$ cat src/sv/akaf_pkg.sv
// ----------------------------------------------------------------------------
// akaf_pkg
// Shared types and constants of the angle fusion Kalman core.
// ----------------------------------------------------------------------------
package akaf_pkg;

  localparam int unsigned RegW = 31;
  localparam int unsigned DataW = 32;
  localparam int unsigned AddrW = 5;

  localparam logic [RegW-1:0] GyroNoiseRst  = 31'd805306;
  localparam logic [RegW-1:0] MeasNoiseRst  = 31'd134217728;
  localparam logic [RegW-1:0] TimeStepRst   = 31'd2684355;
  localparam logic [RegW-1:0] NoiseHighRst  = 31'd10737418;
  localparam logic [RegW-1:0] NoiseMidRst   = 31'd2684355;
  localparam logic [RegW-1:0] NoiseLowRst   = 31'd1073742;
  localparam logic [RegW-1:0] LimitHighRst  = 31'd4915200;
  localparam logic [RegW-1:0] LimitMidRst   = 31'd1310720;
  localparam logic signed [31:0] Q28One     = 32'sd268435456;

  localparam logic [2:0] RegGyroNoise = 3'd0;
  localparam logic [2:0] RegMeasNoise = 3'd1;
  localparam logic [2:0] RegTimeStep  = 3'd2;
  localparam logic [2:0] RegNoiseHigh = 3'd3;
  localparam logic [2:0] RegNoiseMid  = 3'd4;
  localparam logic [2:0] RegNoiseLow  = 3'd5;
  localparam logic [2:0] RegLimitHigh = 3'd6;
  localparam logic [2:0] RegLimitMid  = 3'd7;

  typedef struct packed {
    logic [RegW-1:0] gyro_noise;
    logic [RegW-1:0] meas_noise;
    logic [RegW-1:0] time_step;
    logic [RegW-1:0] noise_high;
    logic [RegW-1:0] noise_mid;
    logic [RegW-1:0] noise_low;
    logic [RegW-1:0] limit_high;
    logic [RegW-1:0] limit_mid;
  } cfg_t;

  // Saturate a 34-bit signed sum to 32 bits.
  function automatic logic signed [31:0] sat34(input logic signed [33:0] v);
    logic signed [31:0] r;
    if (v > 34'sh0_7FFF_FFFF) r = 32'sh7FFF_FFFF;
    else if (v < -34'sh0_8000_0000) r = 32'sh8000_0000;
    else r = v[31:0];
    return r;
  endfunction

  function automatic logic signed [31:0] add_sat(input logic signed [31:0] a,
                                                 input logic signed [31:0] b);
    return sat34(34'(a) + 34'(b));
  endfunction

  function automatic logic signed [31:0] sub_sat(input logic signed [31:0] a,
                                                 input logic signed [31:0] b);
    return sat34(34'(a) - 34'(b));
  endfunction

endpackage

$ cat src/sv/akaf_mul.sv
// ----------------------------------------------------------------------------
// akaf_mul
// Registered 32x32 signed multiply with Q28 rounding and saturation.
// Both the raw product and the rounded, saturated result are registered.
// ----------------------------------------------------------------------------
module akaf_mul import akaf_pkg::*; (
  input  logic               clk_i,
  input  logic signed [31:0] a_i,
  input  logic signed [31:0] b_i,
  output logic signed [31:0] p_o
);

  logic signed [63:0] prod_q;
  logic signed [63:0] prod_d;
  logic signed [31:0] p_q;
  logic signed [31:0] p_d;
  logic signed [36:0] shifted;

  assign prod_d = 64'(a_i) * 64'(b_i);

  // Add half an LSB then floor-shift by 28; the top of the result decides
  // saturation.
  always_comb begin
    shifted = 37'((65'(prod_q) + 65'sd134217728) >>> 28);
    if (shifted > 37'sh0_7FFF_FFFF) p_d = 32'sh7FFF_FFFF;
    else if (shifted < -37'sh0_8000_0000) p_d = 32'sh8000_0000;
    else p_d = shifted[31:0];
  end

  always_ff @(posedge clk_i) begin
    prod_q <= prod_d;
    p_q    <= p_d;
  end

  assign p_o = p_q;

endmodule

$ cat config.mk
export PLATFORM = sky130hd
export DESIGN_NAME = akaf_mul
export DESIGN_NICKNAME = d
export VERILOG_FILES = /design/src/sv/akaf_pkg.sv /design/src/sv/akaf_mul.sv
export SDC_FILE = /design/constraint.sdc
export NUM_CORES = 2
export LEC_CHECK = 0
export BUFFER_PORTS_ARGS = -buffer_cell sky130_fd_sc_hd__buf_2
export CELL_PAD_IN_SITES_DETAIL_PLACEMENT = 0
export CELL_PAD_IN_SITES_GLOBAL_PLACEMENT = 1
export CORE_MARGIN = 2
export CORE_UTILIZATION = 57
export DETAILED_ROUTE_END_ITERATION = 6
export PLACE_DENSITY_LB_ADDON = 0.1
export RECOVER_POWER = 100
export SYNTH_ARGS = -nofsm -noshare
export SYNTH_HDL_FRONTEND = slang
export SYNTH_SLANG_ARGS = --single-unit
$ cat constraint.sdc
create_clock -name clk_i -period 15.5 [get_ports clk_i]
set_input_delay 1.55 -clock clk_i [delete_from_list [all_inputs] [get_ports clk_i]]
set_output_delay 1.55 -clock clk_i [all_outputs]
set_load 0.01 [all_outputs]
* Word level (Yosys, flattened, before mapping)
Cells that the tools add are included.
** Storage, ports and cells
- Output and inout port bits :: 32
- Input bits :: 65
- Bits in registers :: 96
** Cells by class
- Multiplexer cells :: 1
- Add/sub/neg operators :: 1
- Multipliers :: 1
- Magnitude comparators :: 2
** Operators with widths (number)
- adder 64 x 29 -> 65 bit, second input constant :: 1
- multiplier 32 x 32 -> 64 bit :: 1
- greater-than comparator 37 x 32 -> 1 bit, second input constant :: 1
- less-than comparator 37 x 32 -> 1 bit, second input constant :: 1
- 2-to-1 mux 32 bit :: 1

* Longest topological paths before layout
- Depth in word-level cells :: 3
- Gate-level depth with buffers :: 27
- Gate-level depth less buffers :: 26

* Least setup slack after synthesis
Ideal clock, no wire load.
- Kind :: input to register
- Start point :: input port a_i[31]
- End point :: register prod_q[58]
- Stages :: 26
- Arrival time :: 8664 ps
- Slack :: 6715 ps
- Library setup time :: 122 ps
- Required time :: 15378 ps
- Path through :: clkbuf_1 -> nand2_1 -> inv_1 -> fa_1 -> inv_1 -> fa_1 -> inv_1 -> fa_1 -> fa_1 -> inv_1 -> fa_1 -> inv_1 -> fa_1 -> inv_1 -> fa_1 -> inv_1 -> fa_1 -> ha_1 -> a21oi_1 -> o21bai_1 -> a21oi_1 -> o21ai_0 -> a221oi_1 -> nor2b_1 -> a311o_1 -> xor2_1
** Between the ends
- Cells in the longest elaborated chain, start to end :: 1
** RTL lines
- start, declared :: RTL line akaf_mul.sv:8 : input logic signed [31:0] a_i,
- multiplier 32 x 32 -> 64 bit :: RTL line akaf_mul.sv:19 : assign prod_d = 64'(a_i) * 64'(b_i);
- named net prod_d[58] :: RTL line akaf_mul.sv:14 : logic signed [63:0] prod_d;
- end signal, assigned :: RTL line akaf_mul.sv:31 : prod_q <= prod_d;
- end, declared :: RTL line akaf_mul.sv:13 : logic signed [63:0] prod_q;
The timed path passes the listed nets, and every way through them passes these cells.
A chain may end at the register's enable or synchronous reset.

* Worst setup path in the final report
- Start point :: input port b_i[8]
- End point :: register prod_q[50]
** Between the ends
- Cells in the longest elaborated chain, start to end :: 1
** RTL lines
- start, declared :: RTL line akaf_mul.sv:9 : input logic signed [31:0] b_i,
- multiplier 32 x 32 -> 64 bit :: RTL line akaf_mul.sv:19
- named net prod_d[50] :: RTL line akaf_mul.sv:14
The timed path passes the listed nets, and every way through them passes these cells.

==> metrics.txt <==
status finished, violations left; violated checks capacitance limit, slew limit; most frequent cells in the layout 1081 x fa_1, 978 x inv_1, 531 x nand2_1; ys async rst share 0%; fin crit period 10290 ps; setup TNS 0 ps; Starting Density 57.7%; syn_nets 5372; # IOs 97; fillcell total 5953; setup bufs post-CTS 0; port bufs 96; vias in the first global route 30193; max cap viols 2; root cell of the clock tree clkbuf_16; Top FF cell, synth dfxtp_1; EDFF count, synth 0; Yosys cell types 67; Core Footprint 0.0660 sq mm; Avg Vias per Cell 5.48; placed cell area 0.0390 sq mm; initial antenna violation count 5; largest net degree at the start of global routing 33; endpoints failing hold 0; first-pass GRT wire length 168000 um; RSZ-0062 raised after global routing no; Clock Tree Buf Depth 2; CTS tree done; clk sinks 69; hold_ws 540 ps; Area Growth Syn to Fin 2.85%; register area share after synthesis 3.63%; Nets 5287; post-cts repair resize count 0; Routed Antenna Nets 0; clk slew on worst S/H paths 60 ps; die height 262 um; WP data required 15720 ps; Die Area 0.0689 sq mm; Setup crit start b_i[8]; FP Rows 94; pins over their slew limit 52; DRC 0; flop and latch count out of synthesis 69; GR Util All Layers 31.6%; mean post-synth cell area 9.41 sq um; Critical R2R Launch prod_q[52]; Synth Instances 4045; CP max FO 32; YS warnings 0; synthesized area 0.0381 sq mm; Fmax 97.2 MHz; DP HPWL 79400 um; Worst setup SP type primary input; layout cells sized above 1 2.80%; crit path DAT 10510 ps; commonest non-fill, non-tap cell in the layout fa_1; Num CTS Buffers 9; Avg WL per Cell 21.1 um; WS Path Type primary input to register; cts hold-fix bufs 0; clock latency on the worst-skew pair 330 ps; Relative slew margins -41.5%; DR iter-0 viols 1504; Post-Route Skew 6.31 ps; Critical Path End Type register; Worst Tran Pin Value 2100 ps; finished layout cell area 0.0392 sq mm; routed via count 26457; Final setup viols 0; Die X 262 um; First-pass DRT Iterations 5; H-tree lvl count 3; HP Class register to register; hold path start prod_q[63]; GPL Wtd Cong 0.908; final WL 102000 um; GRT overflow 0; period utilization 66.4%
## flip-flops by register name (all words and copies together) (netlist names)
register and count:
prod_q 37, p_o 32
## stage by stage
step / setup slack (ps) / cells / util [%]
final: 5210 / 4831 / 59.4
after global routing: 4730 / 4830 / 59.4
after CTS: 6010 / 4829 / 59.5
after detailed placement: 5680 / 4813 / 59.1
after global placement: 5770 / 4813 / 59.1
after floorplan: 6710 / 4045 / -
## final timing paths
| kind | to | cells past startpoint | slack, ps |
|---|---|---|---|
| setup / recovery | prod_q[50] | 21 | 5210 |
| hold / removal | p_o[31] | 1 | 540 |
| setup reg to reg | p_o[24] | 9 | 10070 |
| hold reg to reg | p_o[31] | 1 | 540 |
## metal layers
layer | vias up | wire (um) | global-route usage, % | share of wire, %
met5 | - | 14 | 0 | 0.014
met4 | 2 | 4300 | 11.2 | 4.2
met3 | 214 | 4380 | 2.22 | 4.3
met2 | 773 | 54500 | 58.9 | 54
met1 | 14035 | 38700 | 38.7 | 38
li1 | 11433 | - | - | -
## cells in the mapped netlist (6+ instances only)
| cell | instances | share of area [%] |
|---|---|---|
| ha_1 | 181 | 5.9 |
| xor2_1 | 32 | 0.74 |
| o21ai_1 | 6 | 0.079 |
| and2_1 | 513 | 8.4 |
| a21o_1 | 14 | 0.28 |
| fa_1 | 1081 | 57 |
| nor2_1 | 63 | 0.62 |
| o21ai_2 | 6 | 0.14 |
| nand2_1 | 531 | 5.2 |
| dfxtp_1 | 69 | 3.6 |
| nand4_1 | 26 | 0.43 |
| xnor2_1 | 49 | 1.1 |
| inv_1 | 978 | 9.6 |
| nand2b_1 | 12 | 0.20 |
| nand3_1 | 25 | 0.33 |
| a21oi_1 | 71 | 0.93 |
| o21ai_0 | 61 | 0.80 |
| and3_1 | 7 | 0.11 |
| clkbuf_1 | 206 | 2.0 |
| nor3_1 | 11 | 0.14 |
| o21bai_1 | 12 | 0.24 |
| a211oi_1 | 9 | 0.18 |
## cell type report
class | count | area [sq um] | area share, %
clock buffer | 10 | 239 | 0.610
timing repair buffer | 115 | 578 | 1.48
inverter | 978 | 3670 | 9.37
sequential | 69 | 1380 | 3.53
antenna | 2 | 5.00 | 0.0128
clock inverter | 6 | 62.6 | 0.160
multi-input combinational | 2787 | 32100 | 82.1
tap | 864 | 1080 | 2.76
## logic make-up after synthesis
kind of cell / count (synthesis) / share of synthesized area, %
AOI/OAI and AO/OA: 220 / 3.62
xor gates and xnor gates: 81 / 1.86
adders and majority gates: 1262 / 62.8
buffers and inverters: 1189 / 11.8
DFF: 69 / 3.63
muxes: 2 / 0.0526
and+or+nand+nor: 1222 / 16.3
## critical path, stage by stage
cell,delay [ps]
clkbuf_1,1450
nand2_1,220
fa_1,590
fa_1,520
fa_1,520
fa_1,550
inv_1,70
fa_1,460
fa_1,480
fa_1,550
fa_1,440
ha_1,440
nand4_1,170
nor4_1,510
nand2_1,110
o31ai_1,550
a21o_1,240
a31oi_1,160
o21ai_0,520
a21boi_0,220
xnor2_1,160
Power is not shown: default switching activity piles up to over one toggle a cycle in this logic, so the estimate is an artifact.
