### src/sv/akaf_pkg.sv
// ----------------------------------------------------------------------------
// akaf_pkg
// Shared types and constants of the angle fusion Kalman core.
// ----------------------------------------------------------------------------
package akaf_pkg;

  localparam int unsigned RegW = 31;
  localparam int unsigned DataW = 32;
  localparam int unsigned AddrW = 5;

  localparam logic [RegW-1:0] GyroNoiseRst  = 31'd805306;
  localparam logic [RegW-1:0] MeasNoiseRst  = 31'd134217728;
  localparam logic [RegW-1:0] TimeStepRst   = 31'd2684355;
  localparam logic [RegW-1:0] NoiseHighRst  = 31'd10737418;
  localparam logic [RegW-1:0] NoiseMidRst   = 31'd2684355;
  localparam logic [RegW-1:0] NoiseLowRst   = 31'd1073742;
  localparam logic [RegW-1:0] LimitHighRst  = 31'd4915200;
  localparam logic [RegW-1:0] LimitMidRst   = 31'd1310720;
  localparam logic signed [31:0] Q28One     = 32'sd268435456;

  localparam logic [2:0] RegGyroNoise = 3'd0;
  localparam logic [2:0] RegMeasNoise = 3'd1;
  localparam logic [2:0] RegTimeStep  = 3'd2;
  localparam logic [2:0] RegNoiseHigh = 3'd3;
  localparam logic [2:0] RegNoiseMid  = 3'd4;
  localparam logic [2:0] RegNoiseLow  = 3'd5;
  localparam logic [2:0] RegLimitHigh = 3'd6;
  localparam logic [2:0] RegLimitMid  = 3'd7;

  typedef struct packed {
    logic [RegW-1:0] gyro_noise;
    logic [RegW-1:0] meas_noise;
    logic [RegW-1:0] time_step;
    logic [RegW-1:0] noise_high;
    logic [RegW-1:0] noise_mid;
    logic [RegW-1:0] noise_low;
    logic [RegW-1:0] limit_high;
    logic [RegW-1:0] limit_mid;
  } cfg_t;

  // Saturate a 34-bit signed sum to 32 bits.
  function automatic logic signed [31:0] sat34(input logic signed [33:0] v);
    logic signed [31:0] r;
    if (v > 34'sh0_7FFF_FFFF) r = 32'sh7FFF_FFFF;
    else if (v < -34'sh0_8000_0000) r = 32'sh8000_0000;
    else r = v[31:0];
    return r;
  endfunction

  function automatic logic signed [31:0] add_sat(input logic signed [31:0] a,
                                                 input logic signed [31:0] b);
    return sat34(34'(a) + 34'(b));
  endfunction

  function automatic logic signed [31:0] sub_sat(input logic signed [31:0] a,
                                                 input logic signed [31:0] b);
    return sat34(34'(a) - 34'(b));
  endfunction

endpackage

### src/sv/akaf_regs.sv
// ----------------------------------------------------------------------------
// akaf_regs
// APB register file holding the eight filter tuning registers.
// ----------------------------------------------------------------------------
module akaf_regs import akaf_pkg::*; (
  input  logic             clk_i,
  input  logic             rst_ni,
  input  logic             psel,
  input  logic             penable,
  input  logic             pwrite,
  input  logic [AddrW-1:0] paddr,
  input  logic [DataW-1:0] pwdata,
  output logic [DataW-1:0] prdata,
  output logic             pready,
  output cfg_t             cfg_o
);

  cfg_t cfg_q;
  logic wr_en;
  logic [RegW-1:0] rd_val;

  assign pready = 1'b1;
  assign wr_en  = psel & penable & pwrite;
  assign cfg_o  = cfg_q;

  always_ff @(posedge clk_i or negedge rst_ni) begin
    if (!rst_ni) begin
      cfg_q.gyro_noise <= GyroNoiseRst;
      cfg_q.meas_noise <= MeasNoiseRst;
      cfg_q.time_step  <= TimeStepRst;
      cfg_q.noise_high <= NoiseHighRst;
      cfg_q.noise_mid  <= NoiseMidRst;
      cfg_q.noise_low  <= NoiseLowRst;
      cfg_q.limit_high <= LimitHighRst;
      cfg_q.limit_mid  <= LimitMidRst;
    end else if (wr_en && paddr[1:0] == 2'b00) begin
      case (paddr[4:2])
        RegGyroNoise: cfg_q.gyro_noise <= pwdata[RegW-1:0];
        RegMeasNoise: cfg_q.meas_noise <= pwdata[RegW-1:0];
        RegTimeStep:  cfg_q.time_step  <= pwdata[RegW-1:0];
        RegNoiseHigh: cfg_q.noise_high <= pwdata[RegW-1:0];
        RegNoiseMid:  cfg_q.noise_mid  <= pwdata[RegW-1:0];
        RegNoiseLow:  cfg_q.noise_low  <= pwdata[RegW-1:0];
        RegLimitHigh: cfg_q.limit_high <= pwdata[RegW-1:0];
        RegLimitMid:  cfg_q.limit_mid  <= pwdata[RegW-1:0];
        default: ;
      endcase
    end
  end

  always_comb begin
    case (paddr[4:2])
      RegGyroNoise: rd_val = cfg_q.gyro_noise;
      RegMeasNoise: rd_val = cfg_q.meas_noise;
      RegTimeStep:  rd_val = cfg_q.time_step;
      RegNoiseHigh: rd_val = cfg_q.noise_high;
      RegNoiseMid:  rd_val = cfg_q.noise_mid;
      RegNoiseLow:  rd_val = cfg_q.noise_low;
      RegLimitHigh: rd_val = cfg_q.limit_high;
      RegLimitMid:  rd_val = cfg_q.limit_mid;
      default:      rd_val = '0;
    endcase
  end

  assign prdata = (paddr[1:0] == 2'b00) ? {1'b0, rd_val} : '0;

endmodule

### config.mk
export PLATFORM = sky130hd
export DESIGN_NAME = akaf_regs
export DESIGN_NICKNAME = d
export VERILOG_FILES = /design/src/sv/akaf_pkg.sv /design/src/sv/akaf_regs.sv
export SDC_FILE = /design/constraint.sdc
export NUM_CORES = 1
export LEC_CHECK = 0
export BUFFER_PORTS_ARGS = -buffer_cell sky130_fd_sc_hd__buf_2
export CAP_MARGIN = 20
export CORE_MARGIN = 2
export CORE_UTILIZATION = 45
export DETAILED_ROUTE_END_ITERATION = 16
export PLACE_DENSITY = 0.76
export SLEW_MARGIN = 5
export SYNTH_ARGS = -nofsm -noshare
export SYNTH_HDL_FRONTEND = slang
export SYNTH_SLANG_ARGS = --single-unit
export TNS_END_PERCENT = 30
### constraint.sdc
create_clock -name clk_i -period 3.1 [get_ports clk_i]
set_input_delay 0.93 -clock clk_i [delete_from_list [all_inputs] [get_ports clk_i]]
set_output_delay 0.93 -clock clk_i [all_outputs]
set_load 0.01 [all_outputs]
* After elaboration in Yosys (flattened, before gate mapping) *
Index checks and enable logic that the tools add are counted.

word-level totals
  register bits = 248
  output and inout bits = 281
  logic and storage cells = 30

cells by class
  equal/unequal tests = 7
  mux-type cells = 2
  bitwise logic cells = 2
  reduce and logical (&&, ||, !) cells = 11

operator list
  kind                                                                   number
  31-bit one-hot mux with 8 select lines                                 1
  31-bit two-way mux                                                     1
  2-bit AND reduction                                                    8
  3-bit equality test, second input constant                             4
  3-bit by 2-bit equality test with 1-bit output, second input constant  2
  3-bit by 1-bit equality test with 1-bit output, second input constant  1
  3-bit logical NOT                                                      1
  1-bit AND                                                              2
  2-bit logical NOT                                                      1
  1-bit logical AND                                                      1

* Logic depth before layout (Yosys ltp) *
  depth in word-level cells = 4
  depth in mapped cells = 8
  depth with buffers taken out = 4

* Worst setup path after synthesis *
No wires, ideal clock.

  path kind = input to output
  from = in paddr[2]
  to = out prdata[23]
  arrival = 2.083 ns
  data required time = 2.170 ns
  slack = 0.087 ns
  stages on the path = 6
  cell sequence = buf_6 -> buf_4 -> buf_4 -> clkbuf_1 -> a211o_1 -> a31oi_1

on the way
  word-level cells in the longest chain between the ends = 3
  elaborated cells between the ends (all ways) = 10
  classes of those cells = eq/ne: 7; mux: 2; reduce/logical: 1

RTL lines
  what                                               RTL line         source
  from (decl)                                        akaf_regs.sv:11  input logic [AddrW-1:0] paddr,
  3-bit equality test, or another cell as far along  akaf_regs.sv:52  case (paddr[4:2])
  31-bit one-hot mux with 8 select lines *           akaf_regs.sv:52
  31-bit two-way mux *                               akaf_regs.sv:65  assign prdata = (paddr[1:0] == 2'b00) ? {1'b0, rd_val} : '0;
  to (decl)                                          akaf_regs.sv:13  output logic [DataW-1:0] prdata,

Every way passes the cells marked *; elsewhere a longest branch is shown, timed or not.

* Worst setup path in the final report *
  from = in paddr[2]
  to = out prdata[18]

The elaborated chain is that of the path after synthesis.

==> results.md <==
Die:
- For this configuration, the core starts out at a cell density of 0.460.
- The vertical extent of the die is 165 µm.
- The core region is 0.0253 mm².
- The die covers 0.0271 mm².
- The row count is 58.
- The number of I/O pins is 323.
- The horizontal die dimension is 165 µm.

Synth:
- The number of instances in the synthesized netlist is 899.
- The number of distinct standard cells referenced by the synthesized netlist is 36.
- The average footprint of a synthesized cell is 12.9 µm².
- In this run, synthesis produced a sequential element count of 248.
- During synthesis, Yosys emitted a total of 0 warnings.
- Summed over all instances, the cell type with the most area after synthesis is dfrtp_1.
- The fraction of post-synthesis cell area in the top cell type by area is 0.403.
- Summing every instance area after synthesis gives 0.0116 mm².
- Ranked by total cell area, the synthesized netlist is headed by dfrtp_1, mux2_2, dfstp_2, mux2_1, mux2i_1.
- The post-synth net total is 941.
- The sequential fraction of the synthesis area is 0.541.

Timing:
- For the finished layout, the period the worst path requires is 3040 ps.
- At the pin with the least slew margin, the transition time is 621 ps.
- The final-report max-slew violation count is 0.
- The remaining max-slew budget at the tightest pin is 0.586.
- The number of hold-slack violations in the final timing report is 0.
- The tightest hold path in the finished design has a slack of 394 ps.
- The maximum achievable frequency is 329 MHz.
- Summed over all failing endpoints, the final setup total negative slack is 0 ps.
- The fraction of the cycle the final worst path needs is 0.981.
- Setup violations remaining at the end of the flow were counted as 0.
- Between clock sinks in the finished design, the worst skew comes to 0 ps.

CTS:
- The tree is rooted in a clkbuf_16.
- TritonCTS built the clock tree.
- The number of buffers between clock root and the deepest sink is 3.
- The number of levels in the clock H-tree is 1.
- Clock-pin slew was measured on the worst setup and hold paths at 50 ps.
- For the worst-skew pair, the clock arrives at the later sink with an insertion delay of 530 ps.
- The total CTS buffers is 28.
- CTS saw 248 sinks.

Cells and area:
- For this run, the post-layout net count is 1,284.
- The fill cell total of the finished layout is 2,049.
- The register with the most flip-flops in the layout has 248 of them.
- The count of cells in the finished layout, fillers not included, comes to 1,593.
- The area added between synthesis and finish is 29.0%.
- The number of antenna diodes in the final layout is 0.
- The final cell area excluding filler cells is 0.0150 mm².
- The proportion of layout cells with a drive suffix above 1 is 0.561.
- The library cell used most frequently in the layout, excluding fill and tap cells, is buf_2.
- The area occupied by multi-input gates is 0.00498 mm².
- Leaving out fill and tap cells, the most frequent cells in the layout are buf_2, mux2_2, dfrtp_1.
- Summing all flip-flop and latch instances after layout gives 0.00628 mm².

Placed design:
- During placement, the flow inserted port buffers numbering 319.
- Once placement completed, the tool counted placed cells totaling 1,540.
- The placed standard-cell area is 0.0139 mm².
- The HPWL reported at the end of detailed placement is 24.6 mm.
- The global placer's final weighted congestion is 0.846.

Power and ir drop:
- The part of the total power dissipated in sequential elements is 0.457.
- The worst IR drop on VDD is 0.430 mV.
- The switching fraction of total power is 0.264.
- For this design the total switching power over the nets is 2.18 mW.
- The power density relative to cell area is 550 mW/mm².
- Cell internal power was estimated by the tool at 6.07 mW.
- Of the total power, the clock network draws 0.394.
- The post-route total power is 8.25 mW.
- The share of total power dissipated in combinational logic is 0.148.
- For this design the static power due to leakage is 7.77 nW.

Run status:
- The run finished with clean final reports.

Critical path:
- Data on the critical path arrives at its endpoint at 2110 ps.
- The sort of element at the end of the critical path is a primary output.
- The worst setup path is of the input port to primary output kind.
- The data required time at the worst endpoint is 2170 ps.
- The delay contributed by the slowest stage of the critical path is 410 ps.
- The largest individual stage delay along the critical path comes from the cell or3_4.
- The biggest fanout along the worst timing path is 20.
- The count of buffering cells on the critical path with inverters included is 3.
- The cell that appears most often on the critical path is buf_12.
- The signal on the critical path passes through buf_12 > or3_4 > buf_12 > o21ai_0 > a31oi_2 > buf_2.
- Among cell families on the critical path, the largest total delay comes from buffers and inverters.
- STA classifies the critical path startpoint as an input port.

GRT:
- The maximum number of pins on one net before global-route repair is 77.
- The number of antenna violations at the first check in global routing is 0.
- The via count of the first global-routing pass was 9,253.
- The all-layer global routing usage is 0.261.
- The first-pass GRT wire length is 53.8 mm.
- The total overflow left after global routing is 0.

Route:
- The number of routed nets with antenna violations is 0.
- Dividing the detail-routed wire length by the instance count gives 23.0 µm.
- The DRC violation count after routing is 0.
- For this run, the detailed router's first-pass iteration total came to 6.
- The detailed router finished its first iteration with 662 violations.
- The wire length after detailed routing is 36.6 mm.
- The via count is 9,132.
- The ratio of routed vias to standard cells is 5.73.

Worst hold path:
- The worst hold path belongs to the class input port to async pin.

Run:
- The max capacitance violation total is 0.
[synthesized netlist by cell type (all sizes together)]
cell / instances
nand4b: 1
nor2: 66
and2: 1
nor2b: 1
or2: 1
inv: 2
dfstp: 61
nor3: 4
mux2i: 31
mux2: 253
or3: 1
a21oi: 31
a211o: 25
a211oi: 11
clkbuf: 14
nand4: 1
nand2b: 2
a22o: 30
o21ai: 31
nand3b: 2
buf: 54
dfrtp: 187
and4: 1
nand3: 7
o22ai: 2
nand2: 52
a31oi: 25
conb: 2
[timing repair]
item                                    in CTS  in global routing
pin swaps                                    0                  3
endpoints found under the setup margin      29                 25
buffers inserted                             1                  0
gates resized for setup                     15                 16
hold buffers                                 0                  0
cloned                                       0                  1
[cell type report]
class | count | share of cell area
clock inverter | 6 | 0.00401
sequential | 248 | 0.419
timing repair buffer | 381 | 0.159
inverter | 2 | 0.000501
multi-input combinational | 581 | 0.332
clock buffer | 45 | 0.0571
tap | 330 | 0.0275
[logic make-up after synthesis]
family,count (synthesis),synth area share
other,2,0.000647
and+or+nand+nor,140,0.0581
DFF,248,0.541
AOI/OAI and AO/OA,155,0.0898
muxes,284,0.272
buffers and inverters,70,0.0387
[routing by layer]
| metal | up-vias | wire length, µm | GRT usage |
|---|---|---|---|
| met1 | 4594 | 14700 | 0.328 |
| met5 | - | 0 | 0 |
| li1 | 3966 | - | - |
| met2 | 469 | 17600 | 0.442 |
| met4 | 0 | 1210 | 0.0925 |
| met3 | 103 | 3150 | 0.0615 |
[per-stage QoR]
stage	worst slack, ps	utilization
floorplan	86.7	-
global placement	-171	0.551
detailed placement	-176	0.551
CTS	0.788	0.590
global route	-0.851	0.593
finish	60.2	0.593
[power groups by stage]
stage,Combinational (mW),Sequential (mW),Clock (mW)
detailed placement,1.20,3.82,0
floorplan,0.455,3.91,0
finish,1.22,3.77,3.25
global placement,1.18,3.80,0
global route,1.32,3.80,3.44
CTS,1.21,3.77,3.30
[worst paths after layout]
check                            from    endpoint  slack (ps)  depth (start not counted)
hold / removal                 rst_ni  cfg_o[128]         390                          1
setup / recovery             paddr[2]  prdata[18]          60                          6
min in group clk_i         cfg_o[238]  cfg_o[238]         500                          1
setup reg to reg           cfg_o[243]  cfg_o[243]        2260                          1
max in group asynchronous      rst_ni  cfg_o[112]        1890                          2
hold reg to reg            cfg_o[238]  cfg_o[238]         500                          1
Power figures use the tool's default switching activity.
