===== config.mk =====
export PLATFORM = sky130hd
export DESIGN_NAME = akaf_div
export DESIGN_NICKNAME = d
export VERILOG_FILES = /design/src/sv/akaf_pkg.sv /design/src/sv/akaf_div.sv
export SDC_FILE = /design/constraint.sdc
export NUM_CORES = 1
export LEC_CHECK = 0
export BUFFER_PORTS_ARGS = -buffer_cell sky130_fd_sc_hd__buf_2
export CAP_MARGIN = 20
export CORE_MARGIN = 2
export CORE_UTILIZATION = 50
export DETAILED_ROUTE_END_ITERATION = 12
export PLACE_DENSITY = 0.72
export SYNTH_ARGS = -nofsm -noshare
export SYNTH_HDL_FRONTEND = slang
export SYNTH_SLANG_ARGS = --single-unit
export TNS_END_PERCENT = 20

===== constraint.sdc =====
create_clock -name clk_i -period 3 [get_ports clk_i]
set_input_delay 0.6 -clock clk_i [delete_from_list [all_inputs] [get_ports clk_i]]
set_output_delay 0.6 -clock clk_i [all_outputs]
set_load 0.01 [all_outputs]

===== src/sv/akaf_pkg.sv =====
// ----------------------------------------------------------------------------
// akaf_pkg
// Shared types and constants of the angle fusion Kalman core.
// ----------------------------------------------------------------------------
package akaf_pkg;

  localparam int unsigned RegW = 31;
  localparam int unsigned DataW = 32;
  localparam int unsigned AddrW = 5;

  localparam logic [RegW-1:0] GyroNoiseRst  = 31'd805306;
  localparam logic [RegW-1:0] MeasNoiseRst  = 31'd134217728;
  localparam logic [RegW-1:0] TimeStepRst   = 31'd2684355;
  localparam logic [RegW-1:0] NoiseHighRst  = 31'd10737418;
  localparam logic [RegW-1:0] NoiseMidRst   = 31'd2684355;
  localparam logic [RegW-1:0] NoiseLowRst   = 31'd1073742;
  localparam logic [RegW-1:0] LimitHighRst  = 31'd4915200;
  localparam logic [RegW-1:0] LimitMidRst   = 31'd1310720;
  localparam logic signed [31:0] Q28One     = 32'sd268435456;

  localparam logic [2:0] RegGyroNoise = 3'd0;
  localparam logic [2:0] RegMeasNoise = 3'd1;
  localparam logic [2:0] RegTimeStep  = 3'd2;
  localparam logic [2:0] RegNoiseHigh = 3'd3;
  localparam logic [2:0] RegNoiseMid  = 3'd4;
  localparam logic [2:0] RegNoiseLow  = 3'd5;
  localparam logic [2:0] RegLimitHigh = 3'd6;
  localparam logic [2:0] RegLimitMid  = 3'd7;

  typedef struct packed {
    logic [RegW-1:0] gyro_noise;
    logic [RegW-1:0] meas_noise;
    logic [RegW-1:0] time_step;
    logic [RegW-1:0] noise_high;
    logic [RegW-1:0] noise_mid;
    logic [RegW-1:0] noise_low;
    logic [RegW-1:0] limit_high;
    logic [RegW-1:0] limit_mid;
  } cfg_t;

  // Saturate a 34-bit signed sum to 32 bits.
  function automatic logic signed [31:0] sat34(input logic signed [33:0] v);
    logic signed [31:0] r;
    if (v > 34'sh0_7FFF_FFFF) r = 32'sh7FFF_FFFF;
    else if (v < -34'sh0_8000_0000) r = 32'sh8000_0000;
    else r = v[31:0];
    return r;
  endfunction

  function automatic logic signed [31:0] add_sat(input logic signed [31:0] a,
                                                 input logic signed [31:0] b);
    return sat34(34'(a) + 34'(b));
  endfunction

  function automatic logic signed [31:0] sub_sat(input logic signed [31:0] a,
                                                 input logic signed [31:0] b);
    return sat34(34'(a) - 34'(b));
  endfunction

endpackage


===== src/sv/akaf_div.sv =====
// ----------------------------------------------------------------------------
// akaf_div
// Restoring divider, one quotient bit per cycle: (num * 2^28) / den with
// den > 0, truncated toward zero and saturated to 32 bits.
// ----------------------------------------------------------------------------
module akaf_div import akaf_pkg::*; (
  input  logic               clk_i,
  input  logic               rst_ni,
  input  logic               start_i,
  input  logic signed [31:0] num_i,
  input  logic signed [31:0] den_i,
  output logic               done_o,
  output logic signed [31:0] quo_o
);

  // |num| * 2^28 fits in 60 bits.
  localparam int unsigned NW = 60;

  logic [NW-1:0] dvd_q, dvd_d;
  logic [NW-1:0] quo_q, quo_d;
  logic [31:0]   rem_q, rem_d;
  logic [30:0]   den_q;
  logic          neg_q;
  logic [5:0]    cnt_q;
  logic          busy_q;
  logic [32:0]   trial;
  logic [NW:0]   sq;
  logic [31:0]   mag;

  always_comb begin
    trial = {rem_q, dvd_q[NW-1]} - {2'b0, den_q};
    dvd_d = dvd_q << 1;
    if (!trial[32]) begin
      rem_d = trial[31:0];
      quo_d = {quo_q[NW-2:0], 1'b1};
    end else begin
      rem_d = {rem_q[30:0], dvd_q[NW-1]};
      quo_d = {quo_q[NW-2:0], 1'b0};
    end
  end

  always_ff @(posedge clk_i or negedge rst_ni) begin
    if (!rst_ni) begin
      busy_q <= 1'b0;
      cnt_q  <= '0;
      done_o <= 1'b0;
    end else begin
      done_o <= 1'b0;
      if (start_i) begin
        busy_q <= 1'b1;
        cnt_q  <= 6'(NW - 1);
      end else if (busy_q) begin
        if (cnt_q == '0) begin
          busy_q <= 1'b0;
          done_o <= 1'b1;
        end
        cnt_q <= cnt_q - 6'd1;
      end
    end
  end

  assign mag = num_i[31] ? 32'(-33'(num_i)) : num_i;

  always_ff @(posedge clk_i) begin
    if (start_i) begin
      dvd_q <= {mag[31:0], 28'd0};
      quo_q <= '0;
      rem_q <= '0;
      den_q <= den_i[30:0];
      neg_q <= num_i[31];
    end else if (busy_q) begin
      dvd_q <= dvd_d;
      quo_q <= quo_d;
      rem_q <= rem_d;
    end
  end

  always_comb begin
    sq = neg_q ? -({1'b0, quo_q}) : {1'b0, quo_q};
    if (!neg_q && quo_q > 60'h0_7FFF_FFFF) quo_o = 32'sh7FFF_FFFF;
    else if (neg_q && quo_q > 60'h0_8000_0000) quo_o = 32'sh8000_0000;
    else quo_o = sq[31:0];
  end

endmodule


**After elaboration in Yosys (flattened, before gate mapping)**

Index checks and enable logic that the tools add are counted.

- Register bits: 164
- Input bits: 67
- Output and inout bits: 33

- $add $sub $neg: 4
- Magnitude comparators: 2
- Muxes and demuxes: 16
- Reduce and logical (&&, ||, !) cells: 5

Operators with widths:

| cell | count |
|---|---|
| $mux W32 | 5 |
| $mux W60 | 2 |
| $neg A32 Y32 | 2 |
| $gt A60 B31 Y1 const B | 1 |
| $gt A60 B32 Y1 const B | 1 |
| $sub A33 B31 Y33 | 1 |
| $mux W6 | 2 |
| $mux W1 | 7 |
| $logic_not A6 Y1 | 1 |
| $sub A6 B1 Y6 const B | 1 |
| $logic_and A1 B1 Y1 | 2 |
| $reduce_bool A2 Y1 | 1 |
| $logic_not A1 Y1 | 1 |

**Depth between registers and ports, before layout**

- Depth in word-level cells: 4
- Mapped depth: 14

**Worst setup path before layout**

No wires, ideal clock.

- Path kind: input -> register
- From: input num_i[12]
- To: register dvd_q[53], data pin
- Setup time: 0.258 ns
- Arrival time: 2.960 ns
- Path slack: -0.218 ns
- Stages on the path: 8
- Buffers on the path: 0
- Cells stage by stage: or4_4 > or4_4 > or2_4 > or3_4 > or3_4 > o31ai_2 > xor2_1 > a21oi_1

- Longest elaborated chain between the ends: 3

Ends and longest elaborated chain:

| element | RTL line | text |
|---|---|---|
| from (decl) | akaf_div.sv:10 | `input logic signed [31:0] num_i,` |
| $neg A32 Y32 | akaf_div.sv:62 | `assign mag = num_i[31] ? 32'(-33'(num_i)) : num_i;` |
| $mux W32 | akaf_div.sv:62 |  |
| $mux W60 | akaf_div.sv:65 | `if (start_i) begin` |
| to (signal assigned) | akaf_div.sv:66 | `dvd_q <= {mag[31:0], 28'd0};` |
| to (signal assigned) | akaf_div.sv:72 | `dvd_q <= dvd_d;` |
| to (decl) | akaf_div.sv:19 | `logic [NW-1:0] dvd_q, dvd_d;` |

Every way passes these cells.
A chain may end at the register's enable or synchronous reset.

**Worst setup path after layout**

- From: register quo_q[6]
- To: output quo_o[1]

- Longest elaborated chain between the ends: 4
- Elaborated cells between the ends (all ways): 6
- Those cells by class: order compare (2); mux (2); reduce/logical (2)

Ends and longest elaborated chain:

| element | RTL line | text |
|---|---|---|
| from (decl) | akaf_div.sv:20 | `logic [NW-1:0] quo_q, quo_d;` |
| from (signal assigned) | akaf_div.sv:73 | `quo_q <= quo_d;` |
| $gt A60 B32 Y1 | akaf_div.sv:81 | `else if (neg_q && quo_q > 60'h0_8000_0000) quo_o = 32'sh8000_0000;` |
| $logic_and A1 B1 Y1 | akaf_div.sv:81 |  |
| $mux W32 | akaf_div.sv:81 |  |
| $mux W32 * | akaf_div.sv:80 | `if (!neg_q && quo_q > 60'h0_7FFF_FFFF) quo_o = 32'sh7FFF_FFFF;` |
| to (decl) | akaf_div.sv:13 | `output logic signed [31:0] quo_o` |

Mark *: on every way between the ends. The rest lies on a longest branch, timed or not.

==> results.ini <==
[cts]
clockBufferDepth = 2
root_buffer = clkbuf_16
cts_tree = yes
cts.clk_slew.worst_paths_ns = 0.07
cts_buffers = 17
h-tree-depth = 4
insertion_delay_ns = 0.43
cts.sinks = 164

[yosys]
synth_mux_area_share_pct = 6.47
ys_warn_count = 0
synth-seq-cells = 164
synth.distinct_cells = 62
yosysTopAreaCellShare_pct = 20.4
synth.most_common_cell = nor2_1
postSynthCellCount = 1052
synth_flop_cell = dfxtp_1
synthArstFlopShare_pct = 4.88
synth_top_family_by_area = compound AO/OA/AOI/OAI gates
yosysTopAreaCell = edfxtp_1
synth_area_leaders = edfxtp_1, dfxtp_1, mux2i_1, nor2_1, xor2_1
synthTopCellsByCount = nor2_1, o21ai_0, dfxtp_1
synth-edff-count = 64
synth_nets = 1155
ys_seq_area_share_pct = 42.0
yosys.area_share.simple_pct = 16.5
synth_fa_ha_area_share_pct = 4.85
synth_compound_area_share_pct = 17.4
syn_avg_cell_area_sq_um = 8.97
synth_area_sq_um = 9440
synth_xor_area_share_pct = 8.16

[global_routing]
grt_max_degree = 89
antenna_found_initial = 1
grt_pass1_vias = 7688
overflow = 0
grt_pass1_wl_mm = 35.7
grt_use_total_pct = 21.7

[worst_hold_path]
hold_depth = 1
hold_start = den_i[30]
hold_class = input pin to flop
holdPathEnd = den_q[30]

[final_layout]
finalCoreUtilization_pct = 62.1
drive_gt1_share_pct = 23.3
final_area_sq_um = 11600
nets = 1310
syn2layout_area_growth_pct = 22.6

[detailed_routing]
drtAntennaViolNets = 0
first_iter_violations = 403
vias_per_cell = 5.61
drt_first_pass_iters = 4
route.detailed.drc = 0
avgRoutedWirePerCell_um = 14.6
wl_mm = 21.2
num_vias = 8164

[timing]
final_hold_viol_count = 0
setup_viol = 32
hold_ws_ns = 0.340
rsz0062_at_grt = yes
slew_viol_final = 0
fmax_mhz = 301
slew_headroom_pct = 39.0
worst_pin_slew_ns = 0.915
worst_slack_ns = -0.320
skew_ns = 0.00953
period_minus_slack_ns = 3.32
finalCritPeriodShare_pct = 111

[pwr]
p_comb_share_pct = 39.6
switchingPower_w = 0.00287
clock_power_share_pct = 26.1
switching_share_pct = 35.7
power_w = 0.00802
intPower_w = 0.00516
peakVddDrop_mv = 0.426
power.leakage_nw = 5.33
p_seq_share_pct = 34.3
p_per_area_nw_per_um2 = 693

[setup_path]
r2r-end = rem_q[28]
arrival_ns = 2.72
crit_type = flop to output pin
r2r_slack_ns = 0.02
start_kind = flop
cp-end-kind = output pin
worstPathRequired_ns = 2.40
ff2ff_path_depth = 12
worstPathMaxFanout = 30
timing.rr.start = den_q[14]

[place]
placedInstanceArea_sq_um = 10800
dp_hpwl_mm = 14.7
io_buffer_count = 98
gp_congestion = 0.867

[die]
num_rows = 50
io-pin-count = 100
die_x_um = 141
die-area_sq_um = 20000
die_h_um = 141
start_util_pct = 50.6
core_sq_um = 18600

[run]
maxCapViolations = 0

[outcome]
violations = setup timing
outcome = complete, but fails checks

[stage by stage]
step	setup TNS (ns)	worst slack (ns)	instances
after floorplan	-1.91	-0.218	1052
after global placement	-5.44	-0.405	1420
after detailed placement	-8.76	-0.426	1420
after CTS	-11.31	-0.380	1453
after global routing	-12.69	-0.420	1455
final	-8.74	-0.320	1455
[final cells by class]
type                    count  area [sq um]
multi-input cells         778          5270
inverters                  50           188
diodes                      1          2.50
well taps                 234           293
clock buffers              17           425
repair buffers            196          1290
fillers                  1579          7060
flip-flops and latches    164          3970
clock inverters            15           139
[power by group through the flow]
stage	combinational, W	clock (W)	sequential (W)
floorplan	0.00197	0	0.00273
global placement	0.00293	0	0.00278
detailed placement	0.00298	0	0.00279
CTS	0.00308	0.00212	0.00275
global route	0.00353	0.00222	0.00278
finish	0.00318	0.00209	0.00275
[registers in the layout, indices dropped and copies added (netlist names)]
register,flops
dvd_q,32
rem_q,32
quo_q,60
busy_q,1
den_q,31
neg_q,1
done_o,1
cnt_q,6
[how the worst max path moves through the flow]
stage / from / end
5_1_grt: quo_q[6] / quo_o[7]
3_3_place_gp: num_i[12] / dvd_q[55]
4_1_cts: quo_q[8] / quo_o[1]
6_report: quo_q[6] / quo_o[1]
3_5_place_dp: num_i[12] / dvd_q[53]
2_1_floorplan: num_i[12] / dvd_q[53]
[critical path, stage by stage, from the launching register on]
cell and delay, ns:
dfxtp_2 0.32, or4_4 0.57, or4_4 0.44, nand2b_4 0.19
nor3_4 0.16, a21oi_2 0.10, buf_12 0.18, o22ai_2 0.18
buf_2 0.15
[metal layers]
layer,global-route usage (%),vias to the layer above,wire (um)
met5,0,-,0
met2,35.5,179,9970
met3,5.13,26,994
met1,28.6,3871,9930
met4,6.84,0,350
li1,-,4088,-
[cells in the final DEF (no fill, tap or decap), drive strengths merged, types with 6 or more instances in the layout]
master | synthesis | routed
nand2 | 55 | 55
inv | 50 | 60
o31ai | 19 | 19
clkbuf | 43 | 17
nand2b | 14 | 14
or3 | 16 | 16
a21oi | 71 | 71
ha | 35 | 35
edfxtp | 64 | 64
o41ai | 10 | 10
mux2i | 61 | 61
dfrtp | 8 | 8
a21o | 6 | 6
xor2 | 59 | 59
nor2 | 146 | 146
nor3 | 17 | 17
buf | 16 | 195
nor4 | 11 | 11
a311oi | 23 | 23
o21ai | 96 | 96
xnor2 | 29 | 29
or4 | 8 | 8
nand4 | 8 | 8
nand3 | 33 | 33
nor2b | 7 | 7
dfxtp | 92 | 92
[timing repair]
action | CTS | global route
gates resized for setup | 30 | 45
buffers inserted | 0 | 1
pin swaps | 5 | 13
hold buffers | 1 | 0
endpoints found under the setup margin | 65 | 66
endpoints found under the hold margin | 2 | 0
[cell families after synthesis]
| logic type | after synthesis |
|---|---|
| and+or+nand+nor | 331 |
| AOI/OAI and AO/OA | 262 |
| DFF | 164 |
| muxes | 61 |
| buffers and inverters | 110 |
| xor gates and xnor gates | 88 |
| adders and majority gates | 36 |
(Power assumes the default switching activity.)
